==> src/sv/rsfp_pkg.sv <==
// Package for the radix string to fixed point unit.
// Holds widths, character codes, command/status types and the digit decoder.
// No dependencies.
`default_nettype none
package rsfp_pkg;

  localparam int FRAC_BITS       = 32;
  localparam int MAX_FRAC_DIGITS = 15;
  localparam int INT_W           = 32;
  localparam int NUM_W           = 60;
  localparam int DEN_W           = 61;
  localparam int RADIX_W         = 5;
  localparam int FCNT_W          = 4;
  localparam int OUT_W           = 64;
  localparam int REM_W           = DEN_W + 1;
  localparam int QUO_W           = FRAC_BITS + 4;
  localparam int STEP_W          = $clog2(QUO_W);

  localparam logic [RADIX_W-1:0] RADIX_RESET = RADIX_W'(10);
  localparam logic [RADIX_W-1:0] RADIX_MIN   = RADIX_W'(2);
  localparam logic [RADIX_W-1:0] RADIX_MAX   = RADIX_W'(16);

  localparam logic [7:0] CH_DOT   = 8'h2E;
  localparam logic [7:0] CH_COMMA = 8'h2C;
  localparam logic [7:0] CH_0     = 8'h30;
  localparam logic [7:0] CH_9     = 8'h39;
  localparam logic [7:0] CH_A     = 8'h41;
  localparam logic [7:0] CH_F     = 8'h46;

  typedef struct packed {
    logic upd;
    logic div_load;
    logic div_step;
    logic finish;
  } rsfp_cmd_t;

  typedef struct packed {
    logic num_zero;
  } rsfp_stat_t;

  function automatic logic [3:0] digit_of(input logic [7:0] c);
    logic [7:0] t;
    t = 8'd0;
    if (c >= CH_0 && c <= CH_9) begin
      t = c - CH_0;
    end else if (c >= CH_A && c <= CH_F) begin
      t = c - CH_A + 8'd10;
    end
    return t[3:0];
  endfunction

endpackage
`default_nettype wire

==> src/sv/radix_string_to_fixed_point_unit.sv <==
// Radix string to unsigned Q32.32 converter, top level; uses rsfp_pkg,
// rsfp_ctrl and rsfp_datapath.
// A non-final character is taken while the input is not stalled. A final
// character stalls the input until its result is in the output register;
// the divider loads and, for a nonzero fraction numerator, runs 36 steps.
// Reset clears all accumulators and control; radix resets to 10.
`default_nettype none
module radix_string_to_fixed_point_unit
  import rsfp_pkg::*;
(
  input  logic               clk_i,
  input  logic               rst_ni,
  input  logic               in_valid_i,
  output logic               in_stall_o,
  input  logic [7:0]         char_code_i,
  input  logic               last_char_i,
  output logic               out_valid_o,
  input  logic               out_stall_i,
  output logic [OUT_W-1:0]   fixed_value_o,
  output logic               overflow_flag_o,
  input  logic               cfg_valid_i,
  output logic               cfg_ready_o,
  input  logic [RADIX_W-1:0] cfg_data_i
);

  rsfp_cmd_t  cmd;
  rsfp_stat_t stat;

  assign cfg_ready_o = 1'b1;

  rsfp_ctrl u_ctrl (
    .clk_i       (clk_i),
    .rst_ni      (rst_ni),
    .in_valid_i  (in_valid_i),
    .last_char_i (last_char_i),
    .in_stall_o  (in_stall_o),
    .out_valid_o (out_valid_o),
    .out_stall_i (out_stall_i),
    .stat_i      (stat),
    .cmd_o       (cmd)
  );

  rsfp_datapath u_dp (
    .clk_i           (clk_i),
    .rst_ni          (rst_ni),
    .cfg_we_i        (cfg_valid_i),
    .cfg_data_i      (cfg_data_i),
    .char_code_i     (char_code_i),
    .cmd_i           (cmd),
    .stat_o          (stat),
    .fixed_value_o   (fixed_value_o),
    .overflow_flag_o (overflow_flag_o)
  );

endmodule
`default_nettype wire

==> src/sv/rsfp_datapath.sv <==
// Datapath: radix register, integer/fraction accumulators, restoring divider
// and result register. Uses rsfp_pkg; driven by rsfp_ctrl commands.
`default_nettype none
module rsfp_datapath
  import rsfp_pkg::*;
(
  input  logic                 clk_i,
  input  logic                 rst_ni,
  input  logic                 cfg_we_i,
  input  logic [RADIX_W-1:0]   cfg_data_i,
  input  logic [7:0]           char_code_i,
  input  rsfp_cmd_t            cmd_i,
  output rsfp_stat_t           stat_o,
  output logic [OUT_W-1:0]     fixed_value_o,
  output logic                 overflow_flag_o
);

  logic [RADIX_W-1:0] radix_q;
  logic [INT_W-1:0]   acc_q, acc_d;
  logic [NUM_W-1:0]   num_q, num_d;
  logic [DEN_W-1:0]   den_q, den_d;
  logic [FCNT_W-1:0]  fcnt_q, fcnt_d;
  logic               sep_q, sep_d;
  logic               sat_q, sat_d;
  logic [REM_W-1:0]   rem_q, rem_d;
  logic [QUO_W-1:0]   dvd_q, dvd_d;
  logic [QUO_W-1:0]   quo_q, quo_d;
  logic [OUT_W-1:0]   val_q, val_d;
  logic               ovf_q, ovf_d;

  logic [RADIX_W-1:0] ur;
  logic [3:0]         dig;
  logic               is_sep;
  logic [INT_W+4:0]   int_t;
  logic [63:0]        num_t;
  logic [63:0]        den_t;
  logic [REM_W-1:0]   rsh;
  logic [OUT_W:0]     sum;

  always_comb begin
    if (radix_q < RADIX_MIN) begin
      ur = RADIX_MIN;
    end else if (radix_q > RADIX_MAX) begin
      ur = RADIX_MAX;
    end else begin
      ur = radix_q;
    end
  end

  assign dig    = digit_of(char_code_i);
  assign is_sep = (char_code_i == CH_DOT) || (char_code_i == CH_COMMA);
  assign int_t  = (37'(acc_q) * 37'(ur)) + 37'(dig);
  assign num_t  = (64'(num_q) * 64'(ur)) + 64'(dig);
  assign den_t  = 64'(den_q) * 64'(ur);
  assign rsh    = {rem_q[REM_W-2:0], dvd_q[QUO_W-1]};
  assign sum    = 65'(64'(acc_q) << FRAC_BITS) + 65'(quo_q);

  always_comb begin
    acc_d  = acc_q;
    num_d  = num_q;
    den_d  = den_q;
    fcnt_d = fcnt_q;
    sep_d  = sep_q;
    sat_d  = sat_q;
    rem_d  = rem_q;
    dvd_d  = dvd_q;
    quo_d  = quo_q;
    val_d  = val_q;
    ovf_d  = ovf_q;
    if (cmd_i.upd) begin
      if (!sep_q && is_sep) begin
        sep_d = 1'b1;
      end else if (!sep_q) begin
        if (int_t[INT_W+4:INT_W] != 5'd0) begin
          acc_d = '1;
          sat_d = 1'b1;
        end else begin
          acc_d = int_t[INT_W-1:0];
        end
      end else if (fcnt_q < FCNT_W'(MAX_FRAC_DIGITS)) begin
        num_d  = num_t[NUM_W-1:0];
        den_d  = den_t[DEN_W-1:0];
        fcnt_d = fcnt_q + FCNT_W'(1);
      end
    end
    if (cmd_i.div_load) begin
      rem_d = REM_W'(num_q >> 4);
      dvd_d = {num_q[3:0], {FRAC_BITS{1'b0}}};
      quo_d = '0;
    end
    if (cmd_i.div_step) begin
      dvd_d = {dvd_q[QUO_W-2:0], 1'b0};
      if (rsh >= REM_W'(den_q)) begin
        rem_d = rsh - REM_W'(den_q);
        quo_d = {quo_q[QUO_W-2:0], 1'b1};
      end else begin
        rem_d = rsh;
        quo_d = {quo_q[QUO_W-2:0], 1'b0};
      end
    end
    if (cmd_i.finish) begin
      if (sum[OUT_W]) begin
        val_d = '1;
        ovf_d = 1'b1;
      end else begin
        val_d = sum[OUT_W-1:0];
        ovf_d = sat_q;
      end
      acc_d  = '0;
      num_d  = '0;
      den_d  = DEN_W'(1);
      fcnt_d = '0;
      sep_d  = 1'b0;
      sat_d  = 1'b0;
    end
  end

  always_ff @(posedge clk_i or negedge rst_ni) begin
    if (!rst_ni) begin
      radix_q <= RADIX_RESET;
      acc_q   <= '0;
      num_q   <= '0;
      den_q   <= DEN_W'(1);
      fcnt_q  <= '0;
      sep_q   <= 1'b0;
      sat_q   <= 1'b0;
    end else begin
      if (cfg_we_i) begin
        radix_q <= cfg_data_i;
      end
      acc_q  <= acc_d;
      num_q  <= num_d;
      den_q  <= den_d;
      fcnt_q <= fcnt_d;
      sep_q  <= sep_d;
      sat_q  <= sat_d;
    end
  end

  always_ff @(posedge clk_i) begin
    rem_q <= rem_d;
    dvd_q <= dvd_d;
    quo_q <= quo_d;
    val_q <= val_d;
    ovf_q <= ovf_d;
  end

  assign stat_o.num_zero = (num_q == '0);
  assign fixed_value_o   = val_q;
  assign overflow_flag_o = ovf_q;

endmodule
`default_nettype wire

==> src/sv/rsfp_ctrl.sv <==
// Controller: character intake, divider sequencing and result handshake.
// Uses rsfp_pkg; commands rsfp_datapath.
`default_nettype none
module rsfp_ctrl
  import rsfp_pkg::*;
(
  input  logic       clk_i,
  input  logic       rst_ni,
  input  logic       in_valid_i,
  input  logic       last_char_i,
  output logic       in_stall_o,
  output logic       out_valid_o,
  input  logic       out_stall_i,
  input  rsfp_stat_t stat_i,
  output rsfp_cmd_t  cmd_o
);

  typedef enum logic [1:0] {
    ST_RUN,
    ST_LOAD,
    ST_DIV,
    ST_DONE
  } state_e;

  state_e              state_q;
  logic [STEP_W-1:0]   cnt_q;
  logic                out_valid_q;
  logic                accept;
  logic                out_free;

  assign in_stall_o = (state_q != ST_RUN);
  assign accept     = in_valid_i && (state_q == ST_RUN);
  assign out_free   = !out_valid_q || !out_stall_i;

  always_comb begin
    cmd_o          = '0;
    cmd_o.upd      = accept;
    cmd_o.div_load = (state_q == ST_LOAD);
    cmd_o.div_step = (state_q == ST_DIV);
    cmd_o.finish   = (state_q == ST_DONE) && out_free;
  end

  always_ff @(posedge clk_i or negedge rst_ni) begin
    if (!rst_ni) begin
      state_q     <= ST_RUN;
      cnt_q       <= '0;
      out_valid_q <= 1'b0;
    end else begin
      if (cmd_o.finish) begin
        out_valid_q <= 1'b1;
      end else if (out_valid_q && !out_stall_i) begin
        out_valid_q <= 1'b0;
      end
      unique case (state_q)
        ST_RUN: begin
          if (accept && last_char_i) begin
            state_q <= ST_LOAD;
          end
        end
        ST_LOAD: begin
          cnt_q <= '0;
          if (stat_i.num_zero) begin
            state_q <= ST_DONE;
          end else begin
            state_q <= ST_DIV;
          end
        end
        ST_DIV: begin
          cnt_q <= cnt_q + STEP_W'(1);
          if (cnt_q == STEP_W'(QUO_W - 1)) begin
            state_q <= ST_DONE;
          end
        end
        ST_DONE: begin
          if (out_free) begin
            state_q <= ST_RUN;
          end
        end
        default: begin
          state_q <= ST_RUN;
        end
      endcase
    end
  end

  assign out_valid_o = out_valid_q;

endmodule
`default_nettype wire

==> config.mk <==
export PLATFORM = sky130hd
export DESIGN_NAME = radix_string_to_fixed_point_unit
export DESIGN_NICKNAME = d
export VERILOG_FILES = /design/src/sv/rsfp_pkg.sv /design/src/sv/radix_string_to_fixed_point_unit.sv /design/src/sv/rsfp_datapath.sv /design/src/sv/rsfp_ctrl.sv
export SDC_FILE = /design/constraint.sdc
export NUM_CORES = 2
export LEC_CHECK = 0
export BUFFER_PORTS_ARGS = -buffer_cell sky130_fd_sc_hd__buf_2
export CORE_MARGIN = 2
export CORE_UTILIZATION = 41
export DETAILED_ROUTE_END_ITERATION = 12
export PLACE_DENSITY = 0.66
export SLEW_MARGIN = 30
export SYNTH_ARGS = -nofsm -noshare
export SYNTH_HDL_FRONTEND = slang
export SYNTH_HIERARCHICAL = 1
export SYNTH_SLANG_ARGS = --single-unit
==> constraint.sdc <==
create_clock -name clk_i -period 10.9 [get_ports clk_i]
set_clock_uncertainty 0.2 [all_clocks]
set_input_delay 0.545 -clock clk_i [delete_from_list [all_inputs] [get_ports clk_i]]
set_output_delay 0.545 -clock clk_i [all_outputs]
set_load 0.05 [all_outputs]
---- Yosys cells after proc, flatten, opt, wreduce, memory -nomap -nowiden ----
Index checks and enable logic that the tools add are counted.
word-level totals
  register bits after elaboration ......... 339
  output and inout bits ................... 68
  word-level logic and storage cells ...... 123
cells by class
  add/sub/neg operators ................... 9
  $mul .................................... 3
  $lt $le $gt $ge ......................... 8
  equal/unequal tests ..................... 11
  mux-type cells .......................... 48
  reduce and logical (&&, ||, !) cells .... 28
operator list
  kind                                                                    count
  61-bit two-way mux                                                      8
  60-bit two-way mux                                                      5
  32-bit two-way mux                                                      5
  36-bit two-way mux                                                      4
  64-bit by 36-bit adder with 65-bit output                               1
  62-bit by 61-bit >= comparator with 1-bit output                        1
  61-bit by 5-bit multiplier with 61-bit output                           1
  61-bit subtractor                                                       1
  60-bit by 4-bit adder with 60-bit output                                1
  60-bit zero test                                                        1
  60-bit by 5-bit multiplier with 60-bit output                           1
  37-bit by 4-bit adder with 37-bit output                                1
  32-bit by 5-bit multiplier with 37-bit output                           1
  4-bit two-way mux                                                       7
  8-bit by 6-bit equality test with 1-bit output (second input constant)  2
  2-bit nonzero test                                                      8
  1-bit two-way mux                                                       12
  6-bit one-hot mux with 2 select lines                                   1
  5-bit two-way mux                                                       2
  8-bit by 6-bit >= comparator with 1-bit output (second input constant)  1
  8-bit by 7-bit >= comparator with 1-bit output (second input constant)  1
  8-bit by 6-bit <= comparator with 1-bit output (second input constant)  1
  8-bit by 7-bit <= comparator with 1-bit output (second input constant)  1
  2-bit one-hot mux with 4 select lines                                   1
  21 further kinds                                                        39

---- Depth between registers and ports, before layout ----
  depth in word-level cells ............... 11
  mapped depth ............................ 27
  depth with buffers taken out ............ 26

---- Cells and area by module ----
Netlist, hierarchy kept.
modules (own cells, without submodules)
  module                            times used  cells each  area each (sq um)  sequential area each (sq um)
  rsfp_datapath                     1           4,807       41,647.4           9,092.5
  rsfp_ctrl                         1           57          561.8              225.2
  radix_string_to_fixed_point_unit  1           2           11.3               0.0

---- Worst setup path before layout ----
OpenSTA, ideal clock, no wires.
  path type ............................... flip-flop to flip-flop
  start ................................... reg u_ctrl.out_valid_q (netlist: u_ctrl/out_valid_o)
  end ..................................... reg u_dp.den_q[52]
  setup time .............................. 0.078 ns
  arrival time ............................ 7.671 ns
  required time ........................... 10.622 ns
  setup slack ............................. 2.951 ns
  cell stages (with the launch flop) ...... 11
  buffers on the path ..................... 3
  period minus slack after synthesis ...... 7.949 ns
  cells stage by stage .................... dfrtp_1 a21boi_0 nor4bb_1 o2111a_1 nor2b_1 o211a_1 clkbuf_1 clkbuf_1 clkbuf_1 nand3_1 a21oi_1
RTL lines
  item                    line                  source
  from (decl)             rsfp_ctrl.sv:27       logic out_valid_q;
  from (signal assigned)  rsfp_ctrl.sv:47       out_valid_q <= 1'b0;
  from (signal assigned)  rsfp_ctrl.sv:50       out_valid_q <= 1'b1;
  from (signal assigned)  rsfp_ctrl.sv:52       out_valid_q <= 1'b0;
  to (signal assigned)    rsfp_datapath.sv:133  den_q <= den_d;
  to (decl)               rsfp_datapath.sv:21   logic [DEN_W-1:0] den_q, den_d;

---- Worst setup path in the final report ----
  start ................................... reg u_dp.radix_q[4]
  end ..................................... reg u_dp.acc_q[13]
between the ends
  longest elaborated chain between the ends .. 11
  elaborated cells on any way between the ends .. 12
  classes of those cells .................. add/sub: 1; mul: 1; order compare: 2; mux: 7; reduce/logical: 1
ends and longest elaborated chain
  item                                             line                  source
  from (decl)                                      rsfp_datapath.sv:18   logic [RADIX_W-1:0] radix_q;
  from (signal assigned)                           rsfp_datapath.sv:129  radix_q <= cfg_data_i;
  5-bit > comparator                               rsfp_datapath.sv:43   end else if (radix_q > RADIX_MAX) begin
  5-bit two-way mux                                rsfp_datapath.sv:43
  5-bit two-way mux *                              rsfp_datapath.sv:41   if (radix_q < RADIX_MIN) begin
  32-bit by 5-bit multiplier with 37-bit output *  rsfp_datapath.sv:52   assign int_t = (37'(acc_q) * 37'(ur)) + 37'(dig);
  37-bit by 4-bit adder with 37-bit output *       rsfp_datapath.sv:52
  5-bit nonzero test                               rsfp_datapath.sv:74   if (int_t[INT_W+4:INT_W] != 5'd0) begin
  32-bit two-way mux *                             rsfp_datapath.sv:74
  32-bit two-way mux *                             rsfp_datapath.sv:73   end else if (!sep_q) begin
  32-bit two-way mux *                             rsfp_datapath.sv:71   if (!sep_q && is_sep) begin
  32-bit two-way mux *                             rsfp_datapath.sv:70   if (cmd_i.upd) begin
  32-bit two-way mux *                             rsfp_datapath.sv:101  if (cmd_i.finish) begin
  to (signal assigned)                             rsfp_datapath.sv:121  acc_q <= '0;
  to (signal assigned)                             rsfp_datapath.sv:131  acc_q <= acc_d;
  to (decl)                                        rsfp_datapath.sv:19   logic [INT_W-1:0] acc_q, acc_d;
Mark *: on every way between the ends. The rest lies on a longest branch, timed or not. The select of a mux whose other input is x is not followed.
A chain may end at the register's enable or synchronous reset.

==> flow_metrics.py <==
metrics = {
    "setup_path": {
        "cp_max_fo": 80,
        "slowest_delay_ns": 0.90,
        "cpMostUsedCell": "buf_4",
        "cpMaxStageDelayCell": "dfrtp_4",
        "crit_type": "flop to flop",
        "crit_required_ns": 11.18,
        "end_kind": "flop",
        "cp.arrival_ns": 8.40,
        "crit_buf_inv": 5,
        "critPathTopFamily": "compound AO/OA/AOI/OAI gates",
        "crit_chain": "buf_4, nor3b_2, buf_4, and2_1, ha_1, fa_1, inv_1, fa_1, inv_1, ha_1, a21o_1, a21o_1, a221oi_1, a211oi_1, o31ai_1, o211ai_1, o221ai_1, mux2i_1, o211ai_2, o21ai_4, buf_4, o21ai_2",
        "startpoint_type": "flop",
    },
    "placement": {
        "dp_hpwl_mm": 83.3,
        "io_buffers": 85,
        "gp_routability_congestion": 0.935,
        "dp_worst_setup_slack_ns": 2.91,
    },
    "global_route": {
        "overflow": 0,
        "grt_max_degree": 132,
        "antenna_found_initial": 3,
        "grt_pass1_vias": 34042,
        "grt_usage_pct": 21.5,
        "grt_pass1_wl_mm": 185,
    },
    "yosys": {
        "syn_inst": 4866,
        "synth_area_leaders": "fa_1 21%, edfxtp_1 12%, dfrtp_1 10%, ha_1 9.8%, nand2_1 6.5%",
        "async_flop_share_pct": 51.0,
        "synth_warnings": 6,
        "syn_area_per_cell_um2": 8.68,
        "syn-num-nets": 5651,
        "yosysUniqueCellTypes": 99,
        "syn_area_um2": 42200,
        "synth_seq_cells": 339,
        "synth-main-ff-cell": "dfrtp_1",
        "yosys.area.top_type": "fa_1",
        "synth_edf_count": 166,
        "synth_top_cell_area_share_pct": 20.7,
        "seq_area_frac_synth_pct": 22.1,
    },
    "routing": {
        "wl_mm": 113,
        "wl_per_cell_um": 18.2,
        "viasPerCell": 5.48,
        "drt-initial-drc-count": 2712,
        "top_layer": "met5",
        "wl_met2_mm": 51.2,
        "drtPass1Iterations": 5,
        "ant_nets": 0,
        "drcViolationCount": 0,
        "vias": 33953,
        "m1WireLength_mm": 52.4,
        "wl_met3_mm": 6.05,
    },
    "sta": {
        "setup_viol": 0,
        "relSlewSlack_pct": 36.2,
        "worst_pin_slew_ns": 0.957,
        "clock.fmax_mhz": 123,
        "fin_setup_tns_ns": 0,
        "setup_ws_ns": 2.78,
        "period_needed_ns": 8.12,
        "rsz0062_at_grt": "no",
        "min_period_over_period_pct": 74.5,
        "slew_viol_final": 0,
        "finalHoldViolCount": 0,
    },
    "pwr": {
        "cellPowerDensity_nw_per_um2": 148,
        "ir_worst_vdd_mv": 0.148,
        "leakage_nw": 22.0,
    },
    "die": {
        "die_width_um": 325,
        "dieArea_um2": 106000,
        "rows": 117,
        "start_util_pct": 41.4,
        "pin_count": 87,
        "die_y_um": 325,
        "core-area_um2": 102000,
    },
    "status": {
        "status": "finished, final reports clean",
    },
    "cells_and_area": {
        "area_growth_pct": 7.46,
        "num-fill-cells": 9923,
        "num-nets-final": 5577,
        "drive_gt1_share_pct": 5.99,
    },
    "clock_tree": {
        "hold_buffers": 6,
        "h-tree-depth": 2,
        "path_clk_slew_ns": 0.06,
        "clock_path_buffers": 3,
        "cts_setup_buffers": 0,
        "numCtsBuffers": 44,
        "cts-root-buf": "clkbuf_16",
        "cts_tree": "yes",
        "numClockSinks": 339,
        "cts_resized": 0,
        "insertion_delay_ns": 0.63,
    },
    "flow_run": {
        "max_cap_viol_count": 0,
    },
    "worst_hold_path": {
        "hp-class": "primary input to flop",
    },
}
-- final cells by class --
cell class	count	area [um2]	share of cell area [%]
Multi-Input combinational cell	3790	30100	66.4
Sequential cell	339	9320	20.5
Inverter	495	1860	4.10
Tap cell	1368	1710	3.77
Clock buffer	51	1170	2.57
Timing Repair Buffer	122	752	1.66
Clock inverter	31	418	0.921
Antenna cell	2	5.00	0.0110
-- final timing paths --
kind | from | endpoint | slack (ns) | cells past startpoint
min | cfg_data_i[0] | u_dp/radix_q[0] | 0.05 | 2
max in group asynchronous | rst_ni | u_dp/radix_q[4] | 8.82 | 3
min in group asynchronous | rst_ni | u_dp/den_q[59] | 0.35 | 2
min reg2reg | u_dp/sat_q | u_dp/sat_q | 0.31 | 2
max | u_dp/radix_q[4] | u_dp/acc_q[13] | 2.78 | 22
max reg2reg | u_dp/radix_q[4] | u_dp/acc_q[13] | 2.78 | 22
-- flip-flops by register name, summed over array words and instances (netlist names) --
signal / flops
u_ctrl/cnt_q: 6
u_dp/radix_q: 5
u_dp/acc_q: 32
u_dp/fcnt_q: 4
u_ctrl/state_q: 2
u_dp/sat_q: 1
u_ctrl/out_valid_o: 1
u_dp/dvd_q: 4
u_dp/num_q: 60
u_dp/sep_q: 1
u_dp/overflow_flag_o: 1
u_dp/fixed_value_o: 64
u_dp/den_q: 61
u_dp/rem_q: 61
u_dp/quo_q: 36
-- cells in the final DEF (no fill, tap or decap), types with 24 or more instances in the layout --
master / synthesis / routed
a211oi_1: 29 / 29
a21o_1: 115 / 115
a21oi_1: 410 / 410
a31oi_1: 24 / 24
and2_1: 361 / 361
and3_1: 36 / 36
buf_2: 12 / 84
buf_4: 9 / 29
clkbuf_16: 0 / 44
dfrtp_1: 170 / 169
edfxtp_1: 166 / 166
fa_1: 436 / 436
ha_1: 330 / 329
inv_1: 495 / 495
mux2i_1: 30 / 30
nand2_1: 735 / 734
nand2b_1: 73 / 73
nand3_1: 69 / 68
nand4_1: 46 / 46
nor2_1: 236 / 233
nor2b_1: 45 / 43
nor3_1: 90 / 90
o21a_1: 34 / 34
o21ai_0: 148 / 148
o21ai_2: 30 / 30
o21bai_1: 27 / 27
xnor2_1: 119 / 119
xor2_1: 90 / 90
-- per-stage QoR --
step / hold slack (ns) / cells / instance area, um2 / util (%) / power [W]
after floorplan: 0.0494 / 4866 / 42200 / - / 0.00434
final: 0.0468 / 6198 / 45400 / 44.5 / 0.00671
after global placement: 0.284 / 6108 / 43700 / 42.9 / 0.00508
after detailed placement: 0.298 / 6108 / 43700 / 42.9 / 0.00509
after global routing: 0.0425 / 6196 / 45400 / 44.5 / 0.00714
after CTS: 0.000845 / 6196 / 45400 / 44.5 / 0.00674
-- cells in the mapped netlist, drive strengths merged (7+ instances only) --
cell and n:
o31ai 16, o21a 34, nand3b 8, o22ai 7
a211o 9, clkbuf 205, nor3 90, xor2 90
and3 36, inv 495, nand4 47, nor4 21
nor2b 45, o211ai 19, nor2 236, fa 436
a21o 115, xnor2 119, dfrtp 170, a21oi 410
a221oi 8, nand2 735, a31oi 27, a311oi 7
buf 37, and2 362, mux2i 30, mux2 14
or3 21, edfxtp 166, or2 9, nand3 70
nor3b 7, nand2b 73, o21ai 192, a21boi 11
o31a 10, o21bai 27, a211oi 34, ha 330
-- power by group --
group / switching (W) / internal (W) / leakage, nW / total [W]
registers: 0.000180 / 0.00180 / 4.03 / 0.00198
logic: 0.00212 / 0.00101 / 17.2 / 0.00312
clock network: 0.000660 / 0.000947 / 0.754 / 0.00161
-- kinds of logic after synthesis --
group | count (synthesis) | synth area share, %
AND/OR/NAND/NOR | 1776 | 20.3
buffers and inverters | 737 | 6.74
AO/OA/AOI/OAI | 994 | 15.0
flip-flops | 339 | 22.1
other | 1 | 0.00888
multiplexers | 44 | 1.08
XOR/XNOR | 209 | 4.34
adder cells (fa/ha/maj) | 766 | 30.5
-- routing by layer --
metal,vias up,global-route usage (%)
li1,16082,-
met1,16809,30.6
met2,905,34.1
met3,155,2.49
met4,2,6.79
met5,-,0
No activity file was read; power rests on OpenSTA's default activity.
